`src/hdl/assert_macros.svh`:
```
// Assertion macros shared by the spline evaluator RTL.
// Expects signals named clk and rst_n in the including scope.
`ifndef ASSERT_MACROS_SVH
`define ASSERT_MACROS_SVH

// Same-cycle implication, checked out of reset.
`define CRS_ASSERT_IMPL(label, ante, cons) \
    label: assert property (@(posedge clk) disable iff (!rst_n) (ante) |-> (cons)) \
        else $error("spline evaluator assertion failed");

// Next-cycle implication, checked out of reset.
`define CRS_ASSERT_NEXT(label, ante, cons) \
    label: assert property (@(posedge clk) disable iff (!rst_n) (ante) |=> (cons)) \
        else $error("spline evaluator assertion failed");

`endif

```
`src/hdl/crs_pkg.sv`:
```
// Package for the Catmull-Rom spline evaluator: widths, constants, types.
// No dependencies; used by every crs_* module and the top level.
`default_nettype none

package crs_pkg;

    localparam int NUM_STG = 7;
    localparam int PTS_DLY = 4;

    localparam int PT_W   = 32;
    localparam int POS_W  = 17;
    localparam int TEN_W  = 14;
    localparam int XX_W   = 2 * POS_W - 1;
    localparam int TX_W   = TEN_W + POS_W;
    localparam int W28_W  = 36;
    localparam int WGT_W  = W28_W - 12;
    localparam int PROD_W = PT_W + WGT_W;
    localparam int PAIR_W = PROD_W + 1;
    localparam int TOT_W  = PROD_W + 2;
    localparam int RND_W  = TOT_W - 16;

    localparam logic [POS_W-1:0] X_ONE       = POS_W'(65536);
    localparam logic [TEN_W-1:0] TEN_RESET   = TEN_W'(2048);
    localparam logic [XX_W-1:0]  XX_HALF     = XX_W'(32768);
    localparam logic signed [W28_W-1:0] W_ONE  = W28_W'(64'sd268435456);
    localparam logic signed [W28_W-1:0] W_HALF = W28_W'(64'sd2048);
    localparam logic signed [TOT_W-1:0] S_HALF = TOT_W'(64'sd32768);
    localparam logic signed [PT_W-1:0]  VAL_MAX = 32'sh7FFF_FFFF;
    localparam logic signed [PT_W-1:0]  VAL_MIN = 32'sh8000_0000;

    typedef logic signed [PT_W-1:0]  coord_t;
    typedef logic signed [WGT_W-1:0] weight_t;

    typedef struct packed {
        logic [NUM_STG-1:0] en;
        logic [NUM_STG-1:0] vld;
    } ctrl_t;

    typedef struct packed {
        weight_t w0;
        weight_t w1;
        weight_t w2;
        weight_t w3;
    } weights_t;

    typedef struct packed {
        coord_t a;
        coord_t b;
        coord_t c;
        coord_t d;
    } points_t;

endpackage

`default_nettype wire

```
`src/hdl/crs_weights.sv`:
```
// Stages 1-4: position powers x^2, x^3, tension products, cubic weights.
// Depends on crs_pkg; enables come from crs_ctrl.
`default_nettype none

module crs_weights
    import crs_pkg::*;
(
    input  wire logic              clk,
    input  wire ctrl_t             ctrl,
    input  wire logic [TEN_W-1:0]  tension,
    input  wire logic [POS_W-1:0]  position,
    output weights_t               weights
);

    // stage 1
    logic [POS_W-1:0] x1_reg, x1_next;
    logic [XX_W-1:0]  xx1_reg, xx1_next;
    // stage 2
    logic [XX_W-1:0]  xx_rnd;
    logic [POS_W-1:0] x2_2_reg, x2_next;
    logic [XX_W-1:0]  x2x_2_reg, x2x_next;
    logic [TX_W-1:0]  p2_reg, p2_next;
    logic [TX_W-1:0]  q2_reg, q2_next;
    // stage 3
    logic [XX_W-1:0]  x2x_rnd;
    logic [POS_W-1:0] x2_3_reg;
    logic [POS_W-1:0] x3_3_reg, x3_next;
    logic [TX_W-1:0]  p3_reg, q3_reg;
    logic [TX_W-1:0]  r3_reg, r3_next;
    // stage 4
    logic signed [W28_W-1:0] sp, sq, sr, sx2, sx3;
    logic signed [W28_W-1:0] w0_28, w1_28, w2_28, w3_28;
    logic signed [W28_W-1:0] w0_rnd, w1_rnd, w2_rnd, w3_rnd;
    weights_t                wgt_reg, wgt_next;

    always_comb
    begin
        x1_next  = (position > X_ONE) ? X_ONE : position;
        xx1_next = {{(XX_W-POS_W){1'b0}}, x1_next} * {{(XX_W-POS_W){1'b0}}, x1_next};

        xx_rnd   = xx1_reg + XX_HALF;
        x2_next  = xx_rnd[XX_W-1:16];
        x2x_next = {{(XX_W-POS_W){1'b0}}, x2_next} * {{(XX_W-POS_W){1'b0}}, x1_reg};
        p2_next  = {{(TX_W-TEN_W){1'b0}}, tension} * {{(TX_W-POS_W){1'b0}}, x1_reg};
        q2_next  = {{(TX_W-TEN_W){1'b0}}, tension} * {{(TX_W-POS_W){1'b0}}, x2_next};

        x2x_rnd  = x2x_2_reg + XX_HALF;
        x3_next  = x2x_rnd[XX_W-1:16];
        r3_next  = {{(TX_W-TEN_W){1'b0}}, tension} * {{(TX_W-POS_W){1'b0}}, x3_next};

        sp  = $signed({{(W28_W-TX_W){1'b0}}, p3_reg});
        sq  = $signed({{(W28_W-TX_W){1'b0}}, q3_reg});
        sr  = $signed({{(W28_W-TX_W){1'b0}}, r3_reg});
        sx2 = $signed({{(W28_W-POS_W){1'b0}}, x2_3_reg});
        sx3 = $signed({{(W28_W-POS_W){1'b0}}, x3_3_reg});

        // weights in Q.28; 3.0 and 2.0 in Q4.12 are shifts of x^2, x^3
        w0_28 = (sq <<< 1) - sp - sr;
        w1_28 = W_ONE - (sx2 <<< 13) - (sx2 <<< 12) + (sx3 <<< 13) + sq - sr;
        w2_28 = sp + (sx2 <<< 13) + (sx2 <<< 12) - (sq <<< 1) + sr - (sx3 <<< 13);
        w3_28 = sr - sq;

        w0_rnd = w0_28 + W_HALF;
        w1_rnd = w1_28 + W_HALF;
        w2_rnd = w2_28 + W_HALF;
        w3_rnd = w3_28 + W_HALF;

        wgt_next.w0 = w0_rnd[W28_W-1:12];
        wgt_next.w1 = w1_rnd[W28_W-1:12];
        wgt_next.w2 = w2_rnd[W28_W-1:12];
        wgt_next.w3 = w3_rnd[W28_W-1:12];
    end

    always_ff @(posedge clk)
    begin
        if (ctrl.en[0])
        begin
            x1_reg  <= x1_next;
            xx1_reg <= xx1_next;
        end
        if (ctrl.en[1])
        begin
            x2_2_reg  <= x2_next;
            x2x_2_reg <= x2x_next;
            p2_reg    <= p2_next;
            q2_reg    <= q2_next;
        end
        if (ctrl.en[2])
        begin
            x2_3_reg <= x2_2_reg;
            x3_3_reg <= x3_next;
            p3_reg   <= p2_reg;
            q3_reg   <= q2_reg;
            r3_reg   <= r3_next;
        end
        if (ctrl.en[3])
        begin
            wgt_reg <= wgt_next;
        end
    end

    assign weights = wgt_reg;

endmodule

`default_nettype wire

```
`config.mk`:
```
export PLATFORM = sky130hd
export DESIGN_NAME = crs_weights
export DESIGN_NICKNAME = d
export VERILOG_FILES = /design/src/hdl/assert_macros.svh /design/src/hdl/crs_pkg.sv /design/src/hdl/crs_weights.sv
export SDC_FILE = /design/constraint.sdc
export NUM_CORES = 2
export LEC_CHECK = 0
export ABC_AREA = 0
export ABC_CLOCK_PERIOD_IN_PS = 8740
export BUFFER_PORTS_ARGS = -buffer_cell sky130_fd_sc_hd__buf_2
export CAP_MARGIN = 5
export CORE_MARGIN = 2
export CORE_UTILIZATION = 34
export DETAILED_ROUTE_END_ITERATION = 6
export GPL_TIMING_DRIVEN = 0
export HOLD_SLACK_MARGIN = 0.15
export PLACE_DENSITY = 0.6
export SLEW_MARGIN = 20
export SYNTH_ARGS = -nofsm -noshare
export SYNTH_HDL_FRONTEND = slang
export SYNTH_SLANG_ARGS = --single-unit
```
`constraint.sdc`:
```
create_clock -name clk -period 8.74 [get_ports clk]
set_input_delay 1.311 -clock clk [delete_from_list [all_inputs] [get_ports clk]]
set_output_delay 1.311 -clock clk [all_outputs]
set_load 0.01 [all_outputs]
```
### After elaboration in Yosys (flattened, before gate mapping)

Index checks and enable logic that the tools add are counted.

* flip-flop bits (word level): 385

* add/subtract/negate cells: 19
* multiply operators: 5
* $lt $le $gt $ge: 1
* multiplexer cells: 1

Operators with widths (count)
* multiplier 14 x 17 -> 31 bit: 3
* subtractor 33 x 32 -> 34 bit: 2
* adder 33 x 16 -> 33 bit (second input constant): 2
* multiplier 17 x 17 -> 33 bit: 2
* adder 35 x 13 -> 36 bit (second input constant): 1
* adder 36 x 13 -> 36 bit (second input constant): 1
* subtractor 35 x 31 -> 36 bit: 1
* adder 34 x 13 -> 35 bit (second input constant): 1
* adder 34 x 32 -> 35 bit: 1
* subtractor 34 x 32 -> 35 bit: 1
* adder 33 x 32 -> 34 bit: 1
* adder 32 x 13 -> 33 bit (second input constant): 1
* adder 32 x 29 -> 33 bit: 1
* adder 32 x 31 -> 33 bit: 1
* subtractor 32 x 31 -> 33 bit: 1
* adder 31 x 30 -> 32 bit: 1
* subtractor 31 x 30 -> 32 bit: 1
* subtractor 31 x 31 -> 32 bit: 1
* subtractor 29 x 30 -> 31 bit (first input constant): 1
* greater-than comparator 17 bit (second input constant): 1
* 2-to-1 mux 17 bit: 1

### Longest topological paths before layout

* word-level depth: 6
* gate-level depth with buffers: 31
* gate-level depth less buffers: 30

### Worst setup path before layout

No wires, ideal clock.

* path kind: input-to-reg
* start point: input position[8]
* end point: register xx1_reg[32] (data pin)
* arrival time: 8.418 ns
* required time: 8.480 ns
* setup slack: 0.062 ns
* stages on the path: 27
* path buffers: 2
* cells stage by stage: or4_1 o41ai_4 clkbuf_1 clkbuf_1 and3_1 fa_1 inv_1 fa_1 fa_1 inv_1 fa_1 fa_1 inv_1 fa_1 inv_1 ha_1 a21o_1 a21o_1 a221oi_2 o21ai_2 a21oi_1 a31oi_1 a221o_1 o41a_4 a211o_1 a21oi_2 xnor2_1

* word-level cells in the longest chain between the ends: 3

RTL lines
* start: declaration: RTL line crs_weights.sv:11 `input wire logic [POS_W-1:0] position,`
* greater-than comparator 17 bit: RTL line crs_weights.sv:38 `x1_next = (position > X_ONE) ? X_ONE : position;`
* 2-to-1 mux 17 bit *: RTL line crs_weights.sv:38
* multiplier 17 x 17 -> 33 bit *: RTL line crs_weights.sv:39 `xx1_next = {{(XX_W-POS_W){1'b0}}, x1_next} * {{(XX_W-POS_W){1'b0}}, x1_next};`
* via xx1_next[32]: RTL line crs_weights.sv:17 `logic [XX_W-1:0] xx1_reg, xx1_next;`
* end signal: assignment: RTL line crs_weights.sv:79 `xx1_reg <= xx1_next;`
* end: declaration: RTL line crs_weights.sv:17

The timed path passes the listed nets; every way through them passes the cells marked *.
A chain may end at the register's enable or synchronous reset.

### Final worst setup path

* start point: register x2x_2_reg[20]
* end point: register r3_reg[29] (data pin)

* word-level cells in the longest chain between the ends: 2

RTL lines
* start: declaration: RTL line crs_weights.sv:21 `logic [XX_W-1:0] x2x_2_reg, x2x_next;`
* start signal: assignment: RTL line crs_weights.sv:84 `x2x_2_reg <= x2x_next;`
* adder 33 x 16 -> 33 bit: RTL line crs_weights.sv:47 `x2x_rnd = x2x_2_reg + XX_HALF;`
* via x2x_rnd[31]: RTL line crs_weights.sv:25 `logic [XX_W-1:0] x2x_rnd;`
* multiplier 14 x 17 -> 31 bit: RTL line crs_weights.sv:49 `r3_next = {{(TX_W-TEN_W){1'b0}}, tension} * {{(TX_W-POS_W){1'b0}}, x3_next};`
* via r3_next[29]: RTL line crs_weights.sv:29 `logic [TX_W-1:0] r3_reg, r3_next;`
* end signal: assignment: RTL line crs_weights.sv:94 `r3_reg <= r3_next;`
* end: declaration: RTL line crs_weights.sv:29

The timed path passes the listed nets, and every way through them passes these cells.

==> reports/results.tsv <==
stage	metric	value	unit
outcome	status	completed	
sta	finalCritPeriodShare	0.980	
synth	synth_top_family_by_area	adder cells	
sta	timing_hold_violations_final	0	
sta	timing.fmax	0.117	GHz
floorplanning	initial_core_util	0.342	
worst_setup_path	required	9.11	ns
synth	synthMuxAreaShare	0.000513	
floorplanning	core	185000	µm²
job	cap_violations	0	
worst_hold_path	hp-start	q2_reg[2]$_DFFE_PP_	
worst_setup_path	cp.arrival	8.94	ns
clock_network	cts_buffers	42	
layout	layout_common_cells	inv_1 (1402), fa_1 (1057), ha_1 (797)	
synth	yosysSeqAreaShare	0.166	
layout	seqCellArea	10500	µm²
sta	setup_tns	0	ns
global_route	first_global_vias	48773	
worst_setup_path	setup.worst_path.end_class	register	
sta	relSlewSlack	0.192	
placement	placed_cells	9181	
worst_setup_path	path_class	register to register	
worst_hold_path	min_to	q3_reg[2]$_DFFE_PP_	
synth	yosys_warnings	0	
detailed_routing	wl	177000	µm
floorplanning	dieArea	190000	µm²
clock_network	insertion_delay	0.63	ns
clock_network	clk_pin_slew	0.06	ns
global_route	antenna_found_initial	12	
synth	ys_seq_elements	351	
synth	synthCells	6553	
global_route	track_usage	0.190	
clock_network	cts.path.max_buffers	3	
synth	synth_xor_area_frac	0.0425	
worst_setup_path	start_kind	register	
layout	areaGrowthSynthToFinish	9.62	%
worst_setup_path	crit_start	x2x_2_reg[20]$_DFFE_PP_	
placement	place_hpwl	151000	µm
global_route	grt_max_degree	86	
floorplanning	dieWidth	436	µm
worst_setup_path	reg2regPathDepth	25	
layout	layout_commonest_cell	inv_1	
detailed_routing	first_pass_iters	6	
detailed_routing	dr_total_vias	45487	
sta	setup_violations	0	
sta	min_period	8.57	ns
floorplanning	io_pins	142	
floorplanning	die_height	436	µm
layout	final_core_util	0.375	
clock_network	cts.htree.levels	2	
synth	synth_compound_area_frac	0.0639	
synth	synthAdderAreaFrac	0.491	
detailed_routing	drc_errors	0	
worst_setup_path	crit_fanout	10	
synth	ys_types	95	
worst_hold_path	worst_hold_path.num_cells	0	
layout	drive_gt1_frac	0.0565	
clock_network	cts_tree	yes	
layout	final_cells	9281	
worst_setup_path	r2r-end	r3_reg[29]$_DFFE_PP_	
placement	gp_congestion	0.948	
sta	slew_violations	0	
placement	numPortBuffers	120	
global_route	grt_overflow_total	0	
layout	fillers	18642	
worst_setup_path	r2r-start	x2x_2_reg[20]$_DFFE_PP_	
synth	synth-simple-area-share	0.138	
synth	synthFlopType	edfxtp_1	
synth	synth_edf_count	351	
worst_setup_path	r2r_setup_slack	0.17	ns
synth	avgSynthCellArea	9.67	µm²
synth	netlist_area	63400	µm²
synth	async_reset_ff_frac	0	
clock_network	clockRootBuffer	clkbuf_16	
layout	layout.nets	8666	
sta	setup_slack	0.173	ns
floorplanning	row_count	158	
placement	post-place-ws	-1.17	ns
clock_network	cts.sinks	351	
sta	worst_slew_pin_slew	1.21	ns
detailed_routing	drt_iter0_drc	2911	
global_route	grt_pass1_wl	278000	µm
sta	clock_skew	0.0461	ns
clock_network	cts_hold_buffers	0	
worst_hold_path	holdCritPathClass	register to register	
detailed_routing	ant_nets	0	
layout	multi_input_area	47200	µm²
detailed_routing	wl_per_cell	19.1	µm
detailed_routing	viasPerCell	4.90	
layout	largest_reg_flops	92	
-- worst max path at each step --
stage                              end  slack, ns
2_1_floorplan    xx1_reg[32]$_DFFE_PP_       0.06
3_3_place_gp     xx1_reg[32]$_DFFE_PP_      -1.11
3_5_place_dp     xx1_reg[32]$_DFFE_PP_      -1.17
4_1_cts        x2x_2_reg[28]$_DFFE_PP_      0.006
5_1_grt        x2x_2_reg[32]$_DFFE_PP_     -0.003
6_report          r3_reg[29]$_DFFE_PP_       0.17
-- critical path, stage by stage, from the launching register on --
cell,delay (ns)
edfxtp_1,0.44
and3_1,0.20
nand2_1,0.15
or3_1,0.43
nor2b_1,0.15
xor2_1,0.94
clkbuf_1,0.69
nand2_1,0.18
fa_1,0.57
inv_1,0.05
fa_1,0.45
fa_1,0.52
inv_1,0.07
fa_1,0.53
inv_1,0.05
fa_1,0.43
ha_1,0.28
ha_1,0.32
or3_1,0.34
o21ai_0,0.10
o21bai_1,0.26
o21ai_2,0.19
a2111oi_0,0.47
o21bai_1,0.14
a21oi_1,0.22
xnor2_1,0.10
-- through the flow --
| step | hold WS (ns) | area (µm²) |
|---|---|---|
| floorplan | 0.400 | 63500 |
| global placement | 0.405 | 67200 |
| detailed placement | 0.405 | 67400 |
| CTS | 0.382 | 69100 |
| global route | 0.393 | 69500 |
| finish | 0.391 | 69500 |
-- synthesized netlist by cell type, types with 6 or more instances --
master    number  area share
a21boi_0       9      0.0011
edfxtp_1     351        0.17
a211o_1        6     0.00083
o21a_1        37      0.0044
nand4_1       29      0.0029
nand2_1      792       0.047
clkbuf_1     230       0.014
inv_1       1402       0.083
o21ai_1       15      0.0012
a211oi_1      20      0.0024
o211ai_1       8     0.00095
nand3_1       62      0.0049
o31ai_1        8     0.00095
xor2_1        93       0.013
nor3_1        68      0.0054
o21ai_0       75      0.0059
nor2b_1       52      0.0051
nor4_1         6     0.00059
and3_1        60      0.0059
or3_1         15      0.0015
fa_1        1057        0.33
a21oi_1      210       0.017
nand2b_1      32      0.0032
xnor2_1      207       0.029
or2_2         14      0.0014
and2_1       443       0.044
o21bai_1      31      0.0037
or4_1          7     0.00083
a21o_1       100       0.012
nor2_1       177       0.010
ha_1         797        0.16
a31oi_1       22      0.0022
-- layer usage --
metal / track usage / up-vias / part of all wire
li1: - / 20796 / -
met1: 0.244 / 22782 / 0.42
met2: 0.324 / 1477 / 0.47
met3: 0.0234 / 426 / 0.061
met4: 0.0744 / 6 / 0.049
met5: 0 / - / 0.00026
-- what timing repair did --
item                       CTS  global route
cloned                       0             1
setup endpoints to repair   38            23
buffers inserted             4            22
pin swaps                    2             7
resized for setup           57            76
-- logic make-up (layout without fill, tap and decap cells) --
| logic type | Yosys count | after routing |
|---|---|---|
| muxes | 3 | 3 |
| AOI/OAI and AO/OA | 608 | 608 |
| buffers and inverters | 1642 | 1866 |
| and+or+nand+nor | 1789 | 1789 |
| other | 2 | 26 |
| xor gates and xnor gates | 304 | 304 |
| DFF | 351 | 351 |
| adders and majority gates | 1854 | 1854 |
-- final cells by class --
type	instances	area share
clock inverter	32	0.00434
buffer	231	0.0140
tap	2480	0.0447
antenna	3	0.000108
clock buffer	44	0.0152
timing repair buffer	154	0.0141
sequential	351	0.152
inverter	1405	0.0759
multi-input combinational	4581	0.680
Power is not shown: default switching activity piles up to over one toggle a cycle in this logic, so the estimate is an artifact.
