<file path="config.mk">
export PLATFORM = sky130hd
export DESIGN_NAME = crs_ctrl
export DESIGN_NICKNAME = d
export VERILOG_FILES = /design/src/hdl/assert_macros.svh /design/src/hdl/crs_pkg.sv /design/src/hdl/crs_ctrl.sv
export SDC_FILE = /design/constraint.sdc
export NUM_CORES = 1
export LEC_CHECK = 0
export BUFFER_PORTS_ARGS = -buffer_cell sky130_fd_sc_hd__buf_2
export CORE_AREA = 3 3 40 42
export CTS_CLUSTER_DIAMETER = 120
export DETAILED_ROUTE_END_ITERATION = 6
export DIE_AREA = 0 0 43 45
export PLACE_DENSITY_LB_ADDON = 0.08
export SYNTH_ARGS = -nofsm -noshare
export SYNTH_HDL_FRONTEND = slang
export SYNTH_SLANG_ARGS = --single-unit
</file>
<file path="constraint.sdc">
create_clock -name clk -period 1.23 [get_ports clk]
set_input_delay 0.123 -clock clk [delete_from_list [all_inputs] [get_ports clk]]
set_output_delay 0.123 -clock clk [all_outputs]
set_load 0.03 [all_outputs]
</file>
<file path="src/hdl/assert_macros.svh">
// Assertion macros shared by the spline evaluator RTL.
// Expects signals named clk and rst_n in the including scope.
`ifndef ASSERT_MACROS_SVH
`define ASSERT_MACROS_SVH

// Same-cycle implication, checked out of reset.
`define CRS_ASSERT_IMPL(label, ante, cons) \
    label: assert property (@(posedge clk) disable iff (!rst_n) (ante) |-> (cons)) \
        else $error("spline evaluator assertion failed");

// Next-cycle implication, checked out of reset.
`define CRS_ASSERT_NEXT(label, ante, cons) \
    label: assert property (@(posedge clk) disable iff (!rst_n) (ante) |=> (cons)) \
        else $error("spline evaluator assertion failed");

`endif

</file>
<file path="src/hdl/crs_pkg.sv">
// Package for the Catmull-Rom spline evaluator: widths, constants, types.
// No dependencies; used by every crs_* module and the top level.
`default_nettype none

package crs_pkg;

    localparam int NUM_STG = 7;
    localparam int PTS_DLY = 4;

    localparam int PT_W   = 32;
    localparam int POS_W  = 17;
    localparam int TEN_W  = 14;
    localparam int XX_W   = 2 * POS_W - 1;
    localparam int TX_W   = TEN_W + POS_W;
    localparam int W28_W  = 36;
    localparam int WGT_W  = W28_W - 12;
    localparam int PROD_W = PT_W + WGT_W;
    localparam int PAIR_W = PROD_W + 1;
    localparam int TOT_W  = PROD_W + 2;
    localparam int RND_W  = TOT_W - 16;

    localparam logic [POS_W-1:0] X_ONE       = POS_W'(65536);
    localparam logic [TEN_W-1:0] TEN_RESET   = TEN_W'(2048);
    localparam logic [XX_W-1:0]  XX_HALF     = XX_W'(32768);
    localparam logic signed [W28_W-1:0] W_ONE  = W28_W'(64'sd268435456);
    localparam logic signed [W28_W-1:0] W_HALF = W28_W'(64'sd2048);
    localparam logic signed [TOT_W-1:0] S_HALF = TOT_W'(64'sd32768);
    localparam logic signed [PT_W-1:0]  VAL_MAX = 32'sh7FFF_FFFF;
    localparam logic signed [PT_W-1:0]  VAL_MIN = 32'sh8000_0000;

    typedef logic signed [PT_W-1:0]  coord_t;
    typedef logic signed [WGT_W-1:0] weight_t;

    typedef struct packed {
        logic [NUM_STG-1:0] en;
        logic [NUM_STG-1:0] vld;
    } ctrl_t;

    typedef struct packed {
        weight_t w0;
        weight_t w1;
        weight_t w2;
        weight_t w3;
    } weights_t;

    typedef struct packed {
        coord_t a;
        coord_t b;
        coord_t c;
        coord_t d;
    } points_t;

endpackage

`default_nettype wire

</file>
<file path="src/hdl/crs_ctrl.sv">
// Pipeline control: per-stage valid bits and load enables.
// Depends on crs_pkg.
`default_nettype none

module crs_ctrl
    import crs_pkg::*;
(
    input  wire logic  clk,
    input  wire logic  rst_n,
    input  wire logic  in_valid,
    input  wire logic  out_ready,
    output ctrl_t      ctrl
);

    logic [NUM_STG-1:0] vld_reg;
    logic [NUM_STG-1:0] vld_next;
    logic [NUM_STG-1:0] en;

    // a stage loads when empty or when its content moves on
    always_comb
    begin
        en[NUM_STG-1] = !vld_reg[NUM_STG-1] || out_ready;
        for (int i = NUM_STG - 2; i >= 0; i--)
        begin
            en[i] = !vld_reg[i] || en[i+1];
        end
        vld_next[0] = en[0] ? in_valid : vld_reg[0];
        for (int i = 1; i < NUM_STG; i++)
        begin
            vld_next[i] = en[i] ? vld_reg[i-1] : vld_reg[i];
        end
    end

    always_ff @(posedge clk or negedge rst_n)
    begin
        if (!rst_n)
        begin
            vld_reg <= '0;
        end
        else
        begin
            vld_reg <= vld_next;
        end
    end

    assign ctrl.en  = en;
    assign ctrl.vld = vld_reg;

endmodule

`default_nettype wire

</file>
# [Word level (Yosys, flattened, before mapping)]
# Index checks and enable logic that the tools add are counted.
[op_classes] reduce_logical=14
[ops] operator="$logic_not 1->1" count=7
[ops] operator="$logic_or 1x1->1" count=7
[totals] ff_bits=7 in_bits=4 out_inout_bits=14 word_cells=21

# [Logic depth before layout (Yosys ltp)]
# Gate-level depths: netlist of run 1.
[logic_depth] word_depth=8 depth_mapped=3 ltp_nobuf=2

# [Least setup slack after synthesis of run 1]
# No wires, ideal clock.
[synth_path] kind="reg2out" from="register vld_reg[6]" to="output ctrl[7] in the netlist's numbering" t_arrival_ns=1.205 t_required_ns=1.107 slack_ns=-0.098 path_stages_with_launch=4 n_path_buf=1 path_cell_list="dfrtp_1 -> and4b_1 -> buf_6 -> nand4_1"
[synth_lines] item="start: declaration" line="crs_ctrl.sv:15" rtl="logic [NUM_STG-1:0] vld_reg;"
[synth_lines] item="start signal: assignment" line="crs_ctrl.sv:42" rtl="vld_reg <= vld_next;"
[synth_lines] item="end: declaration" line="crs_ctrl.sv:12" rtl="output ctrl_t ctrl"

==> results by group, run 1 <==
GRT
  – GRT Total Usage: 10.3%
  – Vias in the first global route: 327
  – Total grt overflow: 0
  – Largest net degree at the start of global routing: 8
  – Initial antenna violation count: 0
  – Global-route wire length before repair: 1460 um

STA
  – Slew Limit Headroom: 87.9%
  – Setup ws final: -88.2 ps
  – Maximum clock frequency: 0.759 GHz
  – Min Tclk post-route: 1320 ps
  – Tcrit/Tclk final: 107%
  – Slew @ Worst Pin: 181 ps
  – Slew Limit Fails: 0
  – Setup TNS: -277 ps
  – RSZ-0062 raised after global routing: true
  – Final hold vios: 0
  – Final setup vio count: 7
  – Clock Skews: 0.851 ps

Die
  – Core area: 1280 um^2
  – Initial cell density of the core: 23.1%
  – Die width: 43 um
  – Site Rows: 13
  – I/O pins: 18
  – Die height: 45 um
  – Die ar.: 1940 um^2

Drt
  – # DRC: 0
  – Detailed Routing Iterations Pass 1: 2
  – Vias/cell: 4.59
  – Post-route ant nets: 0
  – Wire length per cell: 13.0 um
  – DRT Wirelength: 855 um
  – Initial DRC count: 2
  – Vias: 303

Setup path
  – CP endpoint kind: output port
  – Critical path's slowest cell: dfrtp_2
  – Crit-path cells: and4b_2 -> nand4_1 -> buf_6
  – CP max stage delay: 350 ps
  – Max Fanout on Critical Path: 5
  – Crit path launch type: flip-flop
  – Worst path arrival time: 1200 ps
  – Kind of critical path: reg -> out
  – Worst Reg2Reg Path Length in Cells: 4
  – Worst EP required: 1110 ps

CTS
  – Clk slew on worst S/H paths: 50 ps
  – CTS root buffer: clkbuf_4
  – Worst-Skew Late Latency: 250 ps
  – Clk sinks: 7
  – Total CTS buffers: 3
  – CTS Buffer Depth: 2
  – H-tree depth: 1
  – CTS tree: yes

Cells and area
  – Area Growth Syn to Fin: 73.4%
  – Nets: 56
  – Max reg flops: 7
  – Share of cells above drive strength 1: 64.7%
  – Diodes inserted: 0
  – Fillcell total: 142
  – Final Cell Area: 514 um^2

Outcome
  – Failing checks: setup timing
  – Status: complete, but fails checks

Yosys
  – YS warnings: 0
  – Distinct cells, synth: 15
  – Seq cells post-synth: 7
  – Mapped Avg Cell Area: 11.9 um^2
  – Mapped Area: 297 um^2
  – Syn_nets: 29
  – Register area share after synthesis: 59.1%
  – Post-synthesis cell count: 25

Pwr
  – Pwr Total: 0.904 mW
  – Pleak: 0.238 nW
  – PwrDens: 1760 nW/um^2
  – Peak supply drop: 0.509 mV

Min path
  – Hold Path Class: in -> reg
  – Hold Path Stages: 2

Placed design
  – PortBufs: 17
  – Post-DP HPWL: 505 um
  – Placer congestion estimate: 0.776
  – Cell Area, Placed: 390 um^2

Job
  – MaxCap Viol Count: 0
final cells by class:
| cell class | count | area, um^2 | share of cell area (%) |
|---|---|---|---|
| Sequential cell | 7 | 181 | 35.3 |
| Timing Repair Buffer | 23 | 169 | 32.8 |
| Multi-Input combinational cell | 16 | 115 | 22.4 |
| Clock buffer | 4 | 26.3 | 5.11 |
| Tap cell | 15 | 18.8 | 3.65 |
| Inverter | 1 | 3.75 | 0.730 |
routing by layer:
| metal | up-vias | share of wire [%] | track usage [%] |
|---|---|---|---|
| met5 | - | 0 | 0 |
| met4 | 0 | 0.47 | 7.23 |
| met3 | 2 | 9.6 | 3.19 |
| met2 | 15 | 49 | 16.2 |
| met1 | 144 | 41 | 12.0 |
| li1 | 142 | - | - |
repair_timing:
item                                    in CTS  in global routing
endpoints found under the setup margin       5                  9
setup buffers                                4                  1
hold endpoints to repair                     7                  0
cloned                                       1                  0
pin swaps                                    2                  2
hold buffers                                 1                  0
gates resized for setup                     11                  6
critical path, delay by kind of cell (launching register included):
| family | cells | cell delay [ps] |
|---|---|---|
| buffers and inverters | 1 | 170 |
| and+or+nand+nor | 2 | 440 |
| DFF | 1 | 350 |
stage by stage:
stage	setup WS [ps]	instances	hold slack [ps]	util, %
6_report	-88.2	66	59.3	40.0
5_1_grt	-132	66	71.8	40.0
4_1_cts	-114	65	53.9	38.9
3_5_place_dp	0.794	55	-34.1	30.4
3_3_place_gp	60.3	55	-36.6	30.4
2_1_floorplan	-5.73	25	-173	-
power by group:
group	leakage [nW]	internal, mW	switching (mW)
sequential	0.0707	0.270	0.0269
clock	0.0150	0.124	0.0839
combinational	0.153	0.161	0.239
total	0.238	0.554	0.350
synth_stat cells:
library cell,n,area (um^2)
nand3_1,1,5.00
buf_2,1,5.00
nand3b_1,1,7.51
or2_1,1,6.26
a41o_1,1,10.0
nand2b_1,3,18.8
a31o_1,1,8.76
a21o_1,2,15.0
nand2_1,2,7.51
dfrtp_1,7,175
buf_6,1,11.3
nand4_1,1,6.26
and2_1,1,6.26
and4b_1,1,10.0
inv_1,1,3.75
cells by family after synthesis:
logic type	Yosys count	synth area share, %
buffers and inverters	3	6.75
and+or+nand+nor	11	22.8
DFF	7	59.1
AOI/OAI and AO/OA	4	11.4
placed cells by master (no fill, tap or decap):
| master | n |
|---|---|
| nand2_1 | 2 |
| nand2b_1 | 3 |
| or2_1 | 1 |
| and2_2 | 1 |
| inv_1 | 1 |
| dfrtp_1 | 2 |
| dfrtp_2 | 5 |
| nand3_1 | 1 |
| dlygate4sd3_1 | 1 |
| buf_4 | 7 |
| and4b_2 | 2 |
| nand3b_1 | 1 |
| clkbuf_4 | 3 |
| nand4_1 | 1 |
| buf_6 | 5 |
| buf_2 | 10 |
| a41o_1 | 1 |
| a31o_1 | 1 |
| a21o_1 | 2 |
| clkbuf_1 | 1 |
worst paths after layout:
kind	startpoint	endpoint	slack, ps
worst min-delay path	in_valid	vld_reg[0]	60
max in group asynchronous	rst_n	vld_reg[4]	820
worst max-delay path	vld_reg[4]	ctrl[7]	-90
min in group asynchronous	rst_n	vld_reg[5]	240
worst max register to register	vld_reg[6]	vld_reg[0]	-20
worst min register to register	vld_reg[2]	vld_reg[3]	470
(Power assumes the default switching activity.)
==> run 2: changes to the inputs <==
Settings changed: BUFFER_PORTS_ARGS -buffer_cell sky130_fd_sc_hd__buf_2 to not set, DONT_BUFFER_PORTS set to 1, GPL_TIMING_DRIVEN set to 0.
==> run 2 against run 1 <==
The flow still finishes with violations (setup timing). Largest cell class unchanged. Critical endpoint unchanged. Final cell count is 23% lower. Register-to-register slack got worse by 190 ps. Sequential power grew 31%. First-iteration DRC count grew 50%. Die area unchanged. Core utilization shrank 4.3 points. Sequential cell count is the same. Sequential share of layout area grew 4.2 points.
==> results by group, run 2 (same netlist as run 1, synthesis figures left out) <==
GRT
  – Vias in the first global route: 248 (-24%)
  – Total grt overflow: 0 (unchanged)
  – Global-route wire length before repair: 1080 um (-26%)
  – Largest net degree at the start of global routing: 8 (unchanged)
  – Initial antenna violation count: 0 (unchanged)
  – GRT Total Usage: 8.30% (-2.0 points)

Setup path
  – Worst path arrival time: 1420 ps (+220 ps)
  – Max Fanout on Critical Path: 6 (+1)
  – CP endpoint kind: output port
  – Kind of critical path: reg -> out
  – Crit path launch type: flip-flop
  – Worst EP required: 1110 ps (about the same)

STA
  – Setup TNS: -1810 ps (-1540 ps)
  – Final hold vios: 0 (unchanged)
  – Min Tclk post-route: 1540 ps (+225 ps)
  – Clock Skews: 2.46 ps (+1.61 ps)
  – RSZ-0062 raised after global routing: true
  – Final setup vio count: 10 (+3)
  – Slew Limit Fails: 0 (unchanged)
  – Setup ws final: -313 ps (-225 ps)
  – Tcrit/Tclk final: 125% (+18 points)
  – Slew @ Worst Pin: 475 ps (+294 ps)
  – Slew Limit Headroom: 68.3% (-20 points)
  – Maximum clock frequency: 0.648 GHz (-15%)

Cells and area
  – Nets: 41 (-27%)
  – Fillcell total: 139 (-2.1%)
  – Multi-input logic area: 149 um^2 (+29%)
  – Diodes inserted: 0 (unchanged)
  – Reg area: 181 um^2 (unchanged)
  – Share of cells above drive strength 1: 55.6% (-9.2 points)
  – Final core utilization: 35.7% (-4.3 points)
  – Most frequent cells in the layout: buf_4, dfrtp_2, nand2b_1, clkbuf_4
  – Area Growth Syn to Fin: 54.9%
  – Commonest non-fill, non-tap cell in the layout: buf_4
  – Max reg flops: 7 (unchanged)

Drt
  – Vias: 234 (-23%)
  – Detailed Routing Iterations Pass 1: 2 (unchanged)
  – # DRC: 0 (unchanged)
  – DRT Wirelength: 701 um (-18%)
  – Vias/cell: 4.59 (about the same)
  – Post-route ant nets: 0 (unchanged)
  – Initial DRC count: 3 (+1)
  – Wire length per cell: 13.7 um (+6.1%)

Pwr
  – Pleak: 0.182 nW (-24%)
  – Pwr Total: 0.896 mW (-0.88%)
  – Peak supply drop: 0.691 mV (+36%)
  – PwrDens: 1950 nW/um^2 (+11%)

CTS
  – Clk sinks: 7 (unchanged)
  – Clk slew on worst S/H paths: 50 ps (about the same)
  – H-tree depth: 1 (unchanged)
  – Worst-Skew Late Latency: 250 ps (about the same)
  – Total CTS buffers: 3 (unchanged)
  – CTS root buffer: clkbuf_4
  – CTS tree: yes
  – CTS Buffer Depth: 2 (unchanged)

Min path
  – Hold Path Class: in -> async

Placed design
  – Placer congestion estimate: 0.681 (-12%)
  – PortBufs: 0 (-17)
  – Place WS: -65.3 ps (-66.1 ps)
  – Post-DP HPWL: 452 um (-10%)

Die
  – I/O pins: 18 (unchanged)
  – Die ar.: 1940 um^2 (unchanged)
  – Core area: 1280 um^2 (unchanged)
  – Initial cell density of the core: 23.1% (unchanged)
  – Die width: 43 um (unchanged)
  – Site Rows: 13 (unchanged)
  – Die height: 45 um (unchanged)

Outcome
  – Failing checks: setup timing
  – Status: complete, but fails checks

Job
  – MaxCap Viol Count: 0 (unchanged)
-- run 2: per-layer routing --
metal / track usage, % / wire (um) / part of all wire, % / vias up
met5: 0 / 0 / 0 / -
met4: 7.23 / 0 / 0 / 0
met3: 4.78 / 79 / 11 / 0
met2: 11.4 / 352 / 50 / 16
met1: 9.09 / 269 / 38 / 111
li1: - / - / - / 107
-- run 2: worst paths after layout --
check / from / endpoint / slack [ps] / cells after the start
setup / recovery: vld_reg[6] / ctrl[7] / -310 / 3
hold / removal: rst_n / vld_reg[1] / 210 / 1
setup reg to reg: vld_reg[4] / vld_reg[4] / -210 / 5
hold reg to reg: vld_reg[2] / vld_reg[3] / 610 / 1
max in group asynchronous: rst_n / vld_reg[6] / 760 / 1
min in group clk: out_ready / vld_reg[6] / 310 / 2
-- run 2: layout make-up --
class | instances | area share [%]
multi-input combinational | 15 | 32.4
tap | 15 | 4.09
timing repair buffer | 8 | 14.2
inverter | 1 | 1.63
sequential | 7 | 39.5
clock buffer | 4 | 5.72
buffer | 1 | 2.45
-- run 2: per-stage QoR --
step	hold WS, ps	cells	cell area, um^2
CTS	212	50	443
finish	208	51	459
detailed placement	-172	40	322
global route	212	51	459
floorplan	-173	25	303
global placement	-172	40	322
-- run 2: critical path: stages, from the launching register on --
cell	delay, ps
dfrtp_2	470
and4b_1	250
buf_6	120
nand4_1	340
-- run 2: report_power, final --
| group | internal [mW] | switching [mW] |
|---|---|---|
| combinational | 0.128 | 0.173 |
| clock | 0.124 | 0.0810 |
| sequential | 0.270 | 0.120 |
-- run 2: timing repair --
item	4_1_cts	5_1_grt
hold buffers	2	0
endpoints found under the hold margin	8	0
buffers inserted	4	2
resized for setup	10	2
pin swaps	2	3
endpoints found under the setup margin	5	9
==> run 3: changes to the inputs <==
Settings changed: ABC_AREA set to 1.
Clock period 1.23 ns to 1.95 ns, I/O delays scaled along.
==> run 3 against run 2 <==
The run now ends clean. Global-route usage fell by 0.66 points. Sequential share of layout area up 8.9 points. Register-to-register slack improved by 650 ps. Core utilization decreased by 7.6 points. Non-clock buffer count fell by 8. Critical path type unchanged. Critical endpoint unchanged. Largest power group unchanged.
==> results by group, run 3 <==
Yosys
  – YS warnings: 0 (unchanged)
  – Largest area contributor in the netlist: dfrtp_1
  – Syn_nets: 34 (+17%)
  – Top cells by count, synth: inv_1, dfrtp_1, nand2_1
  – Distinct cells, synth: 9 (-6)
  – Count leader, synth: inv_1
  – Synth top area share: 57.1% (-1.9 points)
  – Register area share after synthesis: 57.1% (-1.9 points)
  – Mapped Avg Cell Area: 10.2 um^2 (-14%)
  – Top post-synthesis cells by area: dfrtp_1, inv_1, nand2_1
  – Post-synthesis cell count: 30 (+20%)
  – Mapped Area: 307 um^2 (+3.4%)
  – Post-synth top flop: dfrtp_1
  – Post-synth ARST share: 100% (unchanged)
  – Seq cells post-synth: 7 (unchanged)
  – Number of synthesized flops with an enable pin: 0 (unchanged)

Cells and area
  – Area Growth Syn to Fin: 18.0%
  – Commonest non-fill, non-tap cell in the layout: inv_1
  – Most frequent cells in the layout: inv_1, nand2_1, dfrtp_1
  – Final non-filler cell total: 50 (-2.0%)
  – Max reg flops: 7 (unchanged)
  – Share of cells above drive strength 1: 25.7% (-30 points)
  – Diodes inserted: 0 (unchanged)
  – Nets: 40 (-2.4%)

STA
  – Min Tclk post-route: 1760 ps
  – WHS: 47.1 ps (-161 ps)
  – Slew @ Worst Pin: 425 ps (-50.3 ps)
  – Setup TNS: 0 ps (+1810 ps)
  – Clock Skews: 6.03 ps (+3.57 ps)
  – Slew Limit Headroom: 71.7% (+3.4 points)
  – Slew Limit Fails: 0 (unchanged)
  – Final hold vios: 0 (unchanged)
  – Final setup vio count: 0 (-10)
  – Maximum clock frequency: 0.570 GHz
  – Tcrit/Tclk final: 90.0%
  – RSZ-0062 raised after global routing: false

Outcome
  – Status: finished, final reports clean

Pwr
  – Int Pwr: 0.270 mW (-48%)
  – Peak supply drop: 0.393 mV (-43%)
  – Net Switching: 0.210 mW (-44%)
  – Sw Share: 43.8% (+2.0 points)
  – Pleak: 0.185 nW (+1.6%)
  – Combinational Power Share: 23.5% (-10 points)
  – Clock network power share: 26.5% (+3.7 points)
  – Pwr Total: 0.481 mW (-46%)
  – Reg power frac: 50.0% (+6.4 points)
  – PwrDens: 1330 nW/um^2 (-32%)

CTS
  – Clk sinks: 7 (unchanged)
  – Resize count post-CTS: 0 (-10)
  – CTS tree: yes
  – H-tree depth: 1 (unchanged)
  – CTS Buffer Depth: 2 (unchanged)
  – Worst-Skew Late Latency: 250 ps (about the same)
  – Clk slew on worst S/H paths: 50 ps (about the same)
  – CTS root buffer: clkbuf_4
  – Total CTS buffers: 3 (unchanged)

GRT
  – Largest net degree at the start of global routing: 8 (unchanged)
  – Global-route wire length before repair: 1040 um (-3.8%)
  – GRT Total Usage: 7.63% (-0.66 points)
  – Vias in the first global route: 240 (-3.2%)
  – Total grt overflow: 0 (unchanged)
  – Initial antenna violation count: 0 (unchanged)

Job
  – MaxCap Viol Count: 0 (unchanged)

Placed design
  – Post-DP HPWL: 471 um (+4.2%)
  – Placer congestion estimate: 0.683 (+0.35%)
  – Inst Count DP: 45 (+13%)
  – PortBufs: 0 (unchanged)

Drt
  – DRT Wirelength: 571 um (-19%)
  – Initial DRC count: 3 (unchanged)
  – Vias/cell: 4.14 (-9.8%)
  – Vias: 207 (-12%)
  – Detailed Routing Iterations Pass 1: 2 (unchanged)
  – # DRC: 0 (unchanged)
  – Post-route ant nets: 0 (unchanged)
  – Wire length per cell: 11.4 um (-17%)

Setup path
  – Max Fanout on Critical Path: 5 (-1)
  – CP endpoint kind: output port
  – Crit path launch type: flip-flop
  – Kind of critical path: reg -> out
  – Worst Reg2Reg Path Length in Cells: 4 (-1)
  – Worst EP required: 1750 ps (+640 ps)
  – Worst path arrival time: 1560 ps (+140 ps)

Die
  – Site Rows: 13 (unchanged)
  – Die height: 45 um (unchanged)
  – Core area: 1280 um^2 (unchanged)
  – I/O pins: 18 (unchanged)
  – Die ar.: 1940 um^2 (unchanged)
  – Initial cell density of the core: 23.9% (+0.78 points)
  – Die width: 43 um (unchanged)

Min path
  – Hold Path Class: in -> reg
  – Hold Path Stages: 2
run 3: kinds of logic after synthesis:
logic type             synth area share, %
buffers and inverters                 11.0
and+or+nand+nor                       31.8
DFF                                   57.1
run 3: through the flow:
stage | cell area, um^2 | util [%] | setup WS, ps
floorplan | 307 | - | 531
global placement | 325 | 25.3 | 439
detailed placement | 325 | 25.3 | 424
CTS | 362 | 28.1 | 164
global route | 362 | 28.1 | 81.1
finish | 362 | 28.1 | 195
run 3: layout make-up:
cell class | count | area, um^2
timing repair buffer | 1 | 10.0
fill | 142 | 923
inverter | 9 | 33.8
clock buffer | 4 | 26.3
sequential | 7 | 175
multi-input combinational | 14 | 97.6
tap | 15 | 18.8
run 3: power by group through the flow:
stage / clock, mW / combinational, mW / sequential (mW)
floorplan: 0 / 0.101 / 0.238
global placement: 0 / 0.109 / 0.244
detailed placement: 0 / 0.111 / 0.244
CTS: 0.134 / 0.116 / 0.241
global route: 0.154 / 0.126 / 0.245
finish: 0.127 / 0.113 / 0.241
run 3: routing by layer:
layer  track usage [%]  up-vias  routed length [um]
met5                 0        -                   0
met3              7.17        0                 106
met2              10.8       18                 231
met4              1.81        0                   0
met1              8.37       91                 233
li1                  -       98                   -
run 3: worst paths after layout:
path / from / end / slack [ps]
worst max register to register: vld_reg[5] / vld_reg[0] / 440
max in group asynchronous: rst_n / vld_reg[5] / 1430
min in group asynchronous: rst_n / vld_reg[3] / 280
worst min register to register: vld_reg[0] / vld_reg[1] / 700
worst min-delay path: in_valid / vld_reg[0] / 50
worst max-delay path: vld_reg[5] / ctrl[7] / 190
run 3: what timing repair did:
item	in CTS	in global routing
hold endpoints to repair	7	0
buffers inserted	0	0
setup endpoints to repair	0	0
hold buffers	1	0
run 3: critical path, cell delays in order, from the launching register on:
cell and delay (ps):
dfrtp_1 580, nand4_4 260, nor2_4 220, nand4_2 260
